## src/hw/rtl/esd_pkg.sv

```systemverilog
// esd_pkg: shared types and constants for the earliest-free server dispatch block
// depends on nothing; used by esd_mem, esd_engine and earliest_free_server_dispatch_top

package esd_pkg;

  localparam int unsigned IdxW    = 4;
  localparam int unsigned DurW    = 20;
  localparam int unsigned TimeW   = 48;
  localparam int unsigned ActiveW = 5;

  localparam logic [ActiveW-1:0] ActiveReset = 5'd16;
  localparam logic [DurW-1:0]    DurReset    = 20'hF_FFFF;
  localparam logic [TimeW-1:0]   TimeMax     = 48'hFFFF_FFFF_FFFF;

  typedef enum logic {
    OP_LOAD     = 1'b0,
    OP_DISPATCH = 1'b1
  } esd_op_e;

  // one server entry: service duration and next-free time
  typedef struct packed {
    logic [DurW-1:0]  dur;
    logic [TimeW-1:0] ft;
  } esd_entry_t;

endpackage

```

## src/hw/rtl/esd_mem.sv

```systemverilog
// esd_mem: server table, one write port and one registered read port
// depends on esd_pkg for the entry type

module esd_mem #(
  parameter int unsigned NUM_SERVERS = 16
) (
  input  logic                clk_i,
  input  logic                wr_en_i,
  input  logic [(NUM_SERVERS > 1 ? $clog2(NUM_SERVERS) : 1)-1:0] wr_addr_i,
  input  esd_pkg::esd_entry_t wr_data_i,
  input  logic                rd_en_i,
  input  logic [(NUM_SERVERS > 1 ? $clog2(NUM_SERVERS) : 1)-1:0] rd_addr_i,
  output esd_pkg::esd_entry_t rd_data_o
);

  esd_pkg::esd_entry_t mem_q [NUM_SERVERS];
  esd_pkg::esd_entry_t rd_data_q;

  always_ff @(posedge clk_i) begin
    if (wr_en_i) begin
      mem_q[wr_addr_i] <= wr_data_i;
    end
  end

  always_ff @(posedge clk_i) begin
    if (rd_en_i) begin
      rd_data_q <= mem_q[rd_addr_i];
    end
  end

  assign rd_data_o = rd_data_q;

endmodule

```

## src/hw/rtl/esd_engine.sv

```systemverilog
// esd_engine: clearing sweep, minimum scan over the server table and write-back
// depends on esd_pkg; drives the ports of esd_mem

module esd_engine #(
  parameter int unsigned NUM_SERVERS = 16
) (
  input  logic                              clk_i,
  input  logic                              rst_ni,
  input  logic [esd_pkg::ActiveW-1:0]       active_i,
  input  logic                              start,
  output logic                              busy,
  input  logic                              opcode_i,
  input  logic [esd_pkg::IdxW-1:0]          server_index_i,
  input  logic [esd_pkg::DurW-1:0]          service_duration_i,
  output logic                              result_valid_o,
  output logic [esd_pkg::IdxW-1:0]          chosen_server_o,
  output logic [esd_pkg::TimeW-1:0]         start_time_o,
  output logic                              time_overflow_o,
  output logic                              wr_en_o,
  output logic [(NUM_SERVERS > 1 ? $clog2(NUM_SERVERS) : 1)-1:0] wr_addr_o,
  output esd_pkg::esd_entry_t               wr_data_o,
  output logic                              rd_en_o,
  output logic [(NUM_SERVERS > 1 ? $clog2(NUM_SERVERS) : 1)-1:0] rd_addr_o,
  input  esd_pkg::esd_entry_t               rd_data_i
);

  localparam int unsigned AW = (NUM_SERVERS > 1) ? $clog2(NUM_SERVERS) : 1;
  localparam logic [AW-1:0] LastAddr = AW'(NUM_SERVERS - 1);

  localparam logic [2:0] ST_CLEAR = 3'd0;
  localparam logic [2:0] ST_IDLE  = 3'd1;
  localparam logic [2:0] ST_SCAN  = 3'd2;
  localparam logic [2:0] ST_WB    = 3'd3;

  logic [2:0]    state_q, state_d;
  logic [AW-1:0] cur_q, cur_d;
  logic [AW-1:0] last_q, last_d;

  logic [AW-1:0]                best_idx_q;
  logic [esd_pkg::TimeW-1:0]    best_ft_q;
  logic [esd_pkg::DurW-1:0]     best_dur_q;
  logic                         best_upd;

  logic                         valid_q, valid_d;
  logic [esd_pkg::IdxW-1:0]     chosen_q;
  logic [esd_pkg::TimeW-1:0]    start_q;
  logic                         ovf_q;

  logic [31:0]                  n_eff;
  logic [31:0]                  idx_ext;
  logic                         load_ok;
  logic [esd_pkg::TimeW:0]      sum;
  logic [esd_pkg::TimeW-1:0]    sat_ft;
  logic                         ovf;

  // number of servers taking part, clamped to one..NUM_SERVERS
  always_comb begin
    n_eff = 32'(active_i);
    if (n_eff == 32'd0) begin
      n_eff = 32'd1;
    end
    if (n_eff > 32'(NUM_SERVERS)) begin
      n_eff = 32'(NUM_SERVERS);
    end
  end

  assign idx_ext = 32'(server_index_i);
  assign load_ok = idx_ext < 32'(NUM_SERVERS);

  assign sum    = {1'b0, best_ft_q} + (esd_pkg::TimeW + 1)'(best_dur_q);
  assign ovf    = sum[esd_pkg::TimeW];
  assign sat_ft = ovf ? esd_pkg::TimeMax : sum[esd_pkg::TimeW-1:0];

  always_comb begin
    state_d   = state_q;
    cur_d     = cur_q;
    last_d    = last_q;
    valid_d   = 1'b0;
    best_upd  = 1'b0;
    wr_en_o   = 1'b0;
    wr_addr_o = cur_q;
    wr_data_o = '{dur: esd_pkg::DurReset, ft: '0};
    rd_en_o   = 1'b0;
    rd_addr_o = cur_q;
    case (state_q)
      ST_CLEAR: begin
        wr_en_o = 1'b1;
        if (cur_q == LastAddr) begin
          cur_d   = '0;
          state_d = ST_IDLE;
        end else begin
          cur_d = AW'(cur_q + 1'b1);
        end
      end
      ST_IDLE: begin
        if (start) begin
          if (esd_pkg::esd_op_e'(opcode_i) == esd_pkg::OP_LOAD) begin
            wr_en_o   = load_ok;
            wr_addr_o = AW'(idx_ext);
            wr_data_o = '{dur: service_duration_i, ft: '0};
          end else begin
            rd_en_o   = 1'b1;
            rd_addr_o = '0;
            cur_d     = '0;
            last_d    = AW'(n_eff - 32'd1);
            state_d   = ST_SCAN;
          end
        end
      end
      ST_SCAN: begin
        best_upd = (cur_q == '0) || (rd_data_i.ft < best_ft_q);
        if (cur_q == last_q) begin
          state_d = ST_WB;
        end else begin
          rd_en_o   = 1'b1;
          rd_addr_o = AW'(cur_q + 1'b1);
          cur_d     = AW'(cur_q + 1'b1);
        end
      end
      ST_WB: begin
        wr_en_o   = 1'b1;
        wr_addr_o = best_idx_q;
        wr_data_o = '{dur: best_dur_q, ft: sat_ft};
        valid_d   = 1'b1;
        state_d   = ST_IDLE;
      end
      default: begin
        state_d = ST_IDLE;
      end
    endcase
  end

  always_ff @(posedge clk_i or negedge rst_ni) begin
    if (!rst_ni) begin
      state_q <= ST_CLEAR;
      cur_q   <= '0;
      last_q  <= '0;
      valid_q <= 1'b0;
    end else begin
      state_q <= state_d;
      cur_q   <= cur_d;
      last_q  <= last_d;
      valid_q <= valid_d;
    end
  end

  always_ff @(posedge clk_i) begin
    if (best_upd) begin
      best_idx_q <= cur_q;
      best_ft_q  <= rd_data_i.ft;
      best_dur_q <= rd_data_i.dur;
    end
    if (state_q == ST_WB) begin
      chosen_q <= esd_pkg::IdxW'(32'(best_idx_q));
      start_q  <= best_ft_q;
      ovf_q    <= ovf;
    end
  end

  assign busy            = (state_q != ST_IDLE);
  assign result_valid_o  = valid_q;
  assign chosen_server_o = chosen_q;
  assign start_time_o    = start_q;
  assign time_overflow_o = ovf_q;

  a_idle_write_is_load : assert property (@(posedge clk_i) disable iff (!rst_ni)
    (state_q == ST_IDLE && wr_en_o) |-> (start && opcode_i == esd_pkg::OP_LOAD))
    else $error("table written while idle without a load request");

  a_result_after_wb : assert property (@(posedge clk_i) disable iff (!rst_ni)
    valid_q |-> $past(state_q == ST_WB))
    else $error("result strobe without write-back");

  a_scan_in_range : assert property (@(posedge clk_i) disable iff (!rst_ni)
    (state_q == ST_SCAN) |-> (cur_q <= last_q))
    else $error("scan pointer past last active server");

  a_dispatch_goes_busy : assert property (@(posedge clk_i) disable iff (!rst_ni)
    (start && !busy && opcode_i == esd_pkg::OP_DISPATCH) |=> busy)
    else $error("dispatch request did not start a scan");

endmodule

```

## src/hw/rtl/earliest_free_server_dispatch_top.sv

```systemverilog
// earliest_free_server_dispatch_top: active count register, engine and server table
// depends on esd_pkg, esd_mem and esd_engine
//
// channel   | handshake                  | payload
// ----------+----------------------------+---------------------------------------------
// config    | cfg_we_i                   | cfg_wdata_i (active_servers)
// request   | start, busy                | opcode_i, server_index_i, service_duration_i
// result    | result_valid_o (strobe)    | chosen_server_o, start_time_o, time_overflow_o
//
// after reset every table entry is cleared with busy high
// a load request is taken and busy stays low
// a dispatch request holds busy through the scan of the n active servers and the
//   write-back; the scan makes one table read per server through the single read port
// the result strobe comes in the first cycle with busy low and cannot be stalled

module earliest_free_server_dispatch_top #(
  parameter int unsigned NUM_SERVERS = 16
) (
  input  logic                              clk_i,
  input  logic                              rst_ni,
  input  logic                              cfg_we_i,
  input  logic [esd_pkg::ActiveW-1:0]       cfg_wdata_i,
  input  logic                              start,
  output logic                              busy,
  input  logic                              opcode_i,
  input  logic [esd_pkg::IdxW-1:0]          server_index_i,
  input  logic [esd_pkg::DurW-1:0]          service_duration_i,
  output logic                              result_valid_o,
  output logic [esd_pkg::IdxW-1:0]          chosen_server_o,
  output logic [esd_pkg::TimeW-1:0]         start_time_o,
  output logic                              time_overflow_o
);

  localparam int unsigned AW = (NUM_SERVERS > 1) ? $clog2(NUM_SERVERS) : 1;

  logic [esd_pkg::ActiveW-1:0] active_q;

  logic                wr_en;
  logic [AW-1:0]       wr_addr;
  esd_pkg::esd_entry_t wr_data;
  logic                rd_en;
  logic [AW-1:0]       rd_addr;
  esd_pkg::esd_entry_t rd_data;

  always_ff @(posedge clk_i or negedge rst_ni) begin
    if (!rst_ni) begin
      active_q <= esd_pkg::ActiveReset;
    end else if (cfg_we_i) begin
      active_q <= cfg_wdata_i;
    end
  end

  esd_engine #(
    .NUM_SERVERS (NUM_SERVERS)
  ) u_engine (
    .clk_i              (clk_i),
    .rst_ni             (rst_ni),
    .active_i           (active_q),
    .start              (start),
    .busy               (busy),
    .opcode_i           (opcode_i),
    .server_index_i     (server_index_i),
    .service_duration_i (service_duration_i),
    .result_valid_o     (result_valid_o),
    .chosen_server_o    (chosen_server_o),
    .start_time_o       (start_time_o),
    .time_overflow_o    (time_overflow_o),
    .wr_en_o            (wr_en),
    .wr_addr_o          (wr_addr),
    .wr_data_o          (wr_data),
    .rd_en_o            (rd_en),
    .rd_addr_o          (rd_addr),
    .rd_data_i          (rd_data)
  );

  esd_mem #(
    .NUM_SERVERS (NUM_SERVERS)
  ) u_mem (
    .clk_i     (clk_i),
    .wr_en_i   (wr_en),
    .wr_addr_i (wr_addr),
    .wr_data_i (wr_data),
    .rd_en_i   (rd_en),
    .rd_addr_i (rd_addr),
    .rd_data_o (rd_data)
  );

endmodule

```

## config.mk

```make
export PLATFORM = sky130hd
export DESIGN_NAME = earliest_free_server_dispatch_top
export DESIGN_NICKNAME = d
export VERILOG_FILES = /design/src/hw/rtl/esd_pkg.sv /design/src/hw/rtl/esd_mem.sv /design/src/hw/rtl/esd_engine.sv /design/src/hw/rtl/earliest_free_server_dispatch_top.sv
export SDC_FILE = /design/constraint.sdc
export NUM_CORES = 2
export LEC_CHECK = 0
export BUFFER_PORTS_ARGS = -buffer_cell sky130_fd_sc_hd__buf_2
export CAP_MARGIN = 20
export CORE_UTILIZATION = 30
export CTS_CLUSTER_SIZE = 25
export DETAILED_ROUTE_END_ITERATION = 7
export PLACE_DENSITY = 0.46
export RECOVER_POWER = 50
export SLEW_MARGIN = 10
export SYNTH_ARGS = -nofsm -noshare
export SYNTH_HDL_FRONTEND = slang
export SYNTH_SLANG_ARGS = --single-unit
export TNS_END_PERCENT = 1
```

## constraint.sdc

```tcl
create_clock -name clk_i -period 9.35 [get_ports clk_i]
set_input_delay 0.4675 -clock clk_i [delete_from_list [all_inputs] [get_ports clk_i]]
set_output_delay 0.4675 -clock clk_i [all_outputs]
set_load 0.03 [all_outputs]
```

-- Word-level counts from Yosys, hierarchy flattened
Memory sizes are Yosys's and may differ from the RTL's. A register that Yosys moved wholly into a read port is not among the register bits.
Index checks and enable logic that the tools add are counted.
- multiplexer cells: 31
- add/subtract/negate cells: 3
- order comparisons: 3
- reductions and logical operators: 8
- eq/ne operators: 10
- operator list (cell ; number):
    $mux W68 ; 2
    $pmux W68 S2 ; 1
    $add A48 B20 Y49 ; 1
    $lt A48 B48 Y1 ; 1
    $mux W48 ; 1
    $mux W4 ; 7
    $pmux W4 S2 ; 2
    $mux W3 ; 4
    $pmux W4 S3 ; 1
    $mux W1 ; 9
    $pmux W3 S3 ; 1
    $eq A3 B2 Y1 const B ; 2
    $gt A5 B5 Y1 const B ; 1
    $logic_not A5 Y1 ; 1
    $lt A4 B5 Y1 const B ; 1
    $mux W5 ; 1
    $add A4 B1 Y4 const B ; 1
    $eq A4 B4 Y1 ; 1
    $eq A4 B4 Y1 const B ; 1
    $logic_not A4 Y1 ; 1
    $ne A2 B1 Y1 const B ; 2
    $ne A2 B2 Y1 const B ; 2
    $pmux W1 S2 ; 2
    $reduce_and A4 Y1 ; 1
    other kinds (8) ; 8
- word-level logic and storage cells: 67
- memory bits (writable): 1088
- input bits: 34
- register bits: 142
- memories kept: 1
- memory list (name ; depth ; bits a word ; read ports ; clocked after memory_dff ; write ports ; line ; text):
    u_mem.mem_q ; 16 ; 68 ; 1 ; 1 ; 1 ; esd_mem.sv:16 ; esd_pkg::esd_entry_t mem_q [NUM_SERVERS];

-- Depth between registers and ports, before layout
- depth after elaboration: 6
- depth in mapped cells: 13
- mapped depth without buffers: 9

-- Modules after synthesis
A second synthesis with hierarchy kept.
- cells, all modules: 2546
- area, all modules: 51005.2 sq um
- modules (own cells, without submodules) (module ; cells an instance ; seq. area each (sq um) ; instances ; area each (sq um)):
    esd_mem ; 1750 ; 34713.3 ; 1 ; 42660.9
    esd_engine ; 786 ; 4028.9 ; 1 ; 8161.6
    earliest_free_server_dispatch_top ; 10 ; 126.4 ; 1 ; 182.7

-- Worst setup path before layout
OpenSTA, ideal clock, no wires.
- kind: register to register
- from: register u_engine.state_q[0]
- to: register u_engine.best_dur_q[0] (netlist bit) (enable)
- arrival time: 6388 ps
- path slack: 2350 ps
- period minus slack after synthesis: 7000 ps
- setup time: 612 ps
- cell stages (with the launch flop): 6
- path buffers: 1
- cells stage by stage: dfrtp_1 inv_1 ha_1 clkbuf_1 nand2_1 o32ai_1
- longest elaborated chain between the ends: 2
- ends and longest elaborated chain (element ; line ; text):
    from (decl) ; esd_engine.sv:35 ; logic [2:0] state_q, state_d;
    from (signal assigned) ; esd_engine.sv:140 ; state_q <= state_d;
    $eq A3 B2 Y1 ; esd_engine.sv:85 ; case (state_q)
    $mux W1 ; esd_engine.sv:85 ;
    named net u_engine.best_upd ; esd_engine.sv:42 ; logic best_upd;
    to (signal assigned) ; esd_engine.sv:151 ; best_dur_q <= rd_data_i.dur;
    to (decl) ; esd_engine.sv:41 ; logic [esd_pkg::DurW-1:0] best_dur_q;
The timed path passes the listed nets, and every way through them passes these cells.
A chain may end at the register's enable or synchronous reset.

-- Final worst setup path
- from: register u_engine.state_q[0]
- to: memory u_mem.mem_q[14][64] (netlist bit) (enable)
- longest elaborated chain between the ends: 5
- elaborated cells on any way between the ends: 8
- those cells by class: eq/ne (2); mux (4); reduce/logical (2)
- ends and longest elaborated chain (element ; line ; text):
    $eq A3 B2 Y1 or $logic_not A3 Y1 (tied branches) ; esd_engine.sv:85 ;
    $reduce_or A2 Y1 (no source line) ; n/a ;
    $pmux W1 S2 ; esd_engine.sv:85 ;
    $mux W1 ; esd_mem.sv:20 ; if (wr_en_i) begin
    $mux W1 (not written as such) ; esd_mem.sv:21 ; mem_q[wr_addr_i] <= wr_data_i;
    to (decl) ; esd_mem.sv:16 ;
Parallel ways exist; a longest one is shown, timed or not.

==> flow_summary.toml <==
[die]
start_util_pct = 30.3
io_pins = 89
rows = 153
die_x_um = 422
placeableCoreArea_mm2 = 0.174
die_y_um = 422
die-area_mm2 = 0.178

[placed_design]
dp.cells = 5885
io_buffer_count = 88
gp_congestion = 0.813
dp_hpwl_um = 89400

[synth]
syn_avg_cell_area_um2 = 14.7
yosysUniqueCellTypes = 72
synth_area_leaders = "edfxtp_1 73%, mux2i_1 5.2%, nand2_1 4.8%"
synth-edff-count = 1281
async_flop_share_pct = 1.23
synth_seq_area_share_pct = 73.5
yosysTopAreaCell = "edfxtp_1"
synth_fp_nets = 3700
synth_warnings = 0
synth_top_area_share_pct = 72.8
postSynthCellCount = 3589
yosys_register_bits = 1297
synthesis.area_mm2 = 0.0529
synthFlopType = "edfxtp_1"

[setup_path]
rr_startpoint = "u_engine.state_q[0]"
startpoint = "u_engine.state_q[0]"
worst_r2r_path_depth = 8
r2r_setup_slack_ps = 2430
crit_family = "buffers and inverters"
cp_num_buf_inv = 3
endpoint = "u_mem.mem_q[14][64]"
r2r-end = "u_mem.mem_q[14][64]"
cpMostUsedCell = "buf_4"
endpoint_kind = "register"
startpoint_type = "register"
cpMaxStageDelayCell = "ha_1"
critical_path_depth = 8
worstPathRequired_ps = 9750
crit_arrival_ps = 7320
critPathKind = "register to register"
path_max_fanout = 54
path_cells = "ha_1, buf_4, o21ai_0, nand3_1, nand2_1, nor2_1, buf_4, buf_4"
critPathMaxStageDelay_ps = 1960

[cells_and_area]
final_common_cell = "edfxtp_1"
syn2layout_area_growth_pct = 15.3
drive_gt1_share_pct = 9.11
utilization_pct = 34.9
num-nets-final = 3837
fin_cells = 6171
final_cell_mix = "1281 x edfxtp_1, 680 x nand2_1, 274 x mux2i_1, 227 x nand3_1, 151 x clkbuf_16"

[global_route]
antenna_found_initial = 5
grt_pass1_wl_um = 228000
grt_max_degree = 166
overflow = 0
grt_pass1_vias = 30805
grt.total_usage_pct = 17.6

[timing]
drv_slew = 326
period_minus_slack_ps = 6920
finalCritPeriodShare_pct = 74.0
tns_ps = 0
slew_headroom_pct = -170
worstMarginPinSlew_ps = 4050
rsz0062_at_grt = "no"
timing.fmax_ghz = 0.144
timing.hold.ws_ps = 243
skew_ps = 35.2
finalSetupViolCount = 0
timing_hold_violations_final = 0

[cts]
clockBufferDepth = 3
numClockSinks = 1297
path_clk_slew_ps = 60
htree_levels = 4
cts_buffers = 148
cts_root_buf = "clkbuf_16"
postCtsResizedCells = 0
hold_buffers = 11
worstSkewPairLatency_ps = 790
cts_tree = "built"
post_cts_buffers = 0

[drt]
wl_per_cell_um = 25.8
drc = 0
drt_iter0_drc = 2702
wl_um = 159000
viasPerCell = 5.05
first_pass_iters = 5
vias = 31164
antenna_left = 0

[hold_path]
hold_class = "primary input to register"
hp-start = "start"

[outcome]
violations = "capacitance limit, slew limit"
status = "finished, violations left"

[run]
cap_viol_max_count = 14
-- synth_stat cells (all sizes together), types with 3 or more instances --
| cell | number |
|---|---|
| edfxtp | 1281 |
| nand2 | 681 |
| mux2i | 274 |
| nand3 | 228 |
| a21oi | 147 |
| clkbuf | 104 |
| buf | 97 |
| ha | 76 |
| a31oi | 75 |
| a221oi | 72 |
| a211o | 70 |
| a32o | 68 |
| nor2 | 62 |
| inv | 58 |
| o21ai | 58 |
| nor3 | 24 |
| nand4 | 18 |
| a21o | 15 |
| dfrtp | 15 |
| xnor2 | 15 |
| nor4 | 12 |
| xor2 | 12 |
| a211oi | 10 |
| o21a | 10 |
| mux2 | 8 |
| nand2b | 8 |
| and3 | 7 |
| o21bai | 7 |
| and2 | 6 |
| nor2b | 6 |
| a2111oi | 4 |
| a311oi | 4 |
| nor3b | 4 |
| a21boi | 3 |
| a22o | 3 |
| o211a | 3 |
| o211ai | 3 |
| o31ai | 3 |
| o41ai | 3 |
| or2 | 3 |
-- per-layer routing --
| metal | GRT usage (%) | routed length, um | up-vias |
|---|---|---|---|
| li1 | - | - | 14079 |
| met4 | 5.28 | 4190 | 2 |
| met2 | 29.4 | 77700 | 741 |
| met1 | 23.7 | 71100 | 16116 |
| met5 | 0 | 18 | - |
| met3 | 2.44 | 6430 | 226 |
-- worst min-delay path by stage --
stage / to / slack, ps / depth (start not counted)
after detailed placement: u_engine.best_dur_q[16] / 410 / 0
final: u_engine.last_q[1] / 240 / 3
after global placement: u_engine.best_dur_q[17] / 410 / 0
after floorplan: active_q[0] / 170 / 0
after global routing: u_engine.last_q[1] / 260 / 3
after CTS: u_engine.result_valid_o / 100 / 2
-- final cells by class --
cell class,count,area [um2]
clock inverter,91,935
multi-input combinational,2033,12900
tap,2325,2910
timing repair buffer,188,1180
inverter,58,218
clock buffer,177,3880
sequential,1297,38900
antenna,2,5.00
fill,16688,113000
-- through the flow --
| stage | worst slack (ps) | cell area (um2) |
|---|---|---|
| after detailed placement | 4170 | 56200 |
| after CTS | 4120 | 61100 |
| after global routing | 2030 | 60900 |
| after floorplan | 2350 | 52900 |
| after global placement | 4030 | 56200 |
| final | 2430 | 60900 |
-- registers in the layout, summed over array words and instances, names as in the netlist, 5 cells and up --
| signal | cells |
|---|---|
| active_q | 5 |
| u_engine.best_dur_q | 20 |
| u_engine.best_ft_q | 48 |
| u_engine.start_time_o | 48 |
| u_mem.mem_q | 1088 |
| u_mem.rd_data_o | 68 |
-- cells by family after synthesis --
| logic type | count (synthesis) | share of synthesized area, % |
|---|---|---|
| XOR/XNOR | 27 | 0.447 |
| buffers and inverters | 259 | 2.35 |
| multiplexers | 282 | 5.36 |
| adder cells (fa/ha/maj) | 77 | 1.84 |
| AO/OA/AOI/OAI | 580 | 7.88 |
| AND/OR/NAND/NOR | 1067 | 8.58 |
| flip-flops | 1297 | 73.5 |
-- worst min-delay path, stage by stage --
cell and delay [ps]:
buf_2 120, nand3_1 240, o21ai_0 130
Power is left out: the tool's default activity adds up to more than one toggle a clock period on the data nets, which glitch-free logic cannot reach.
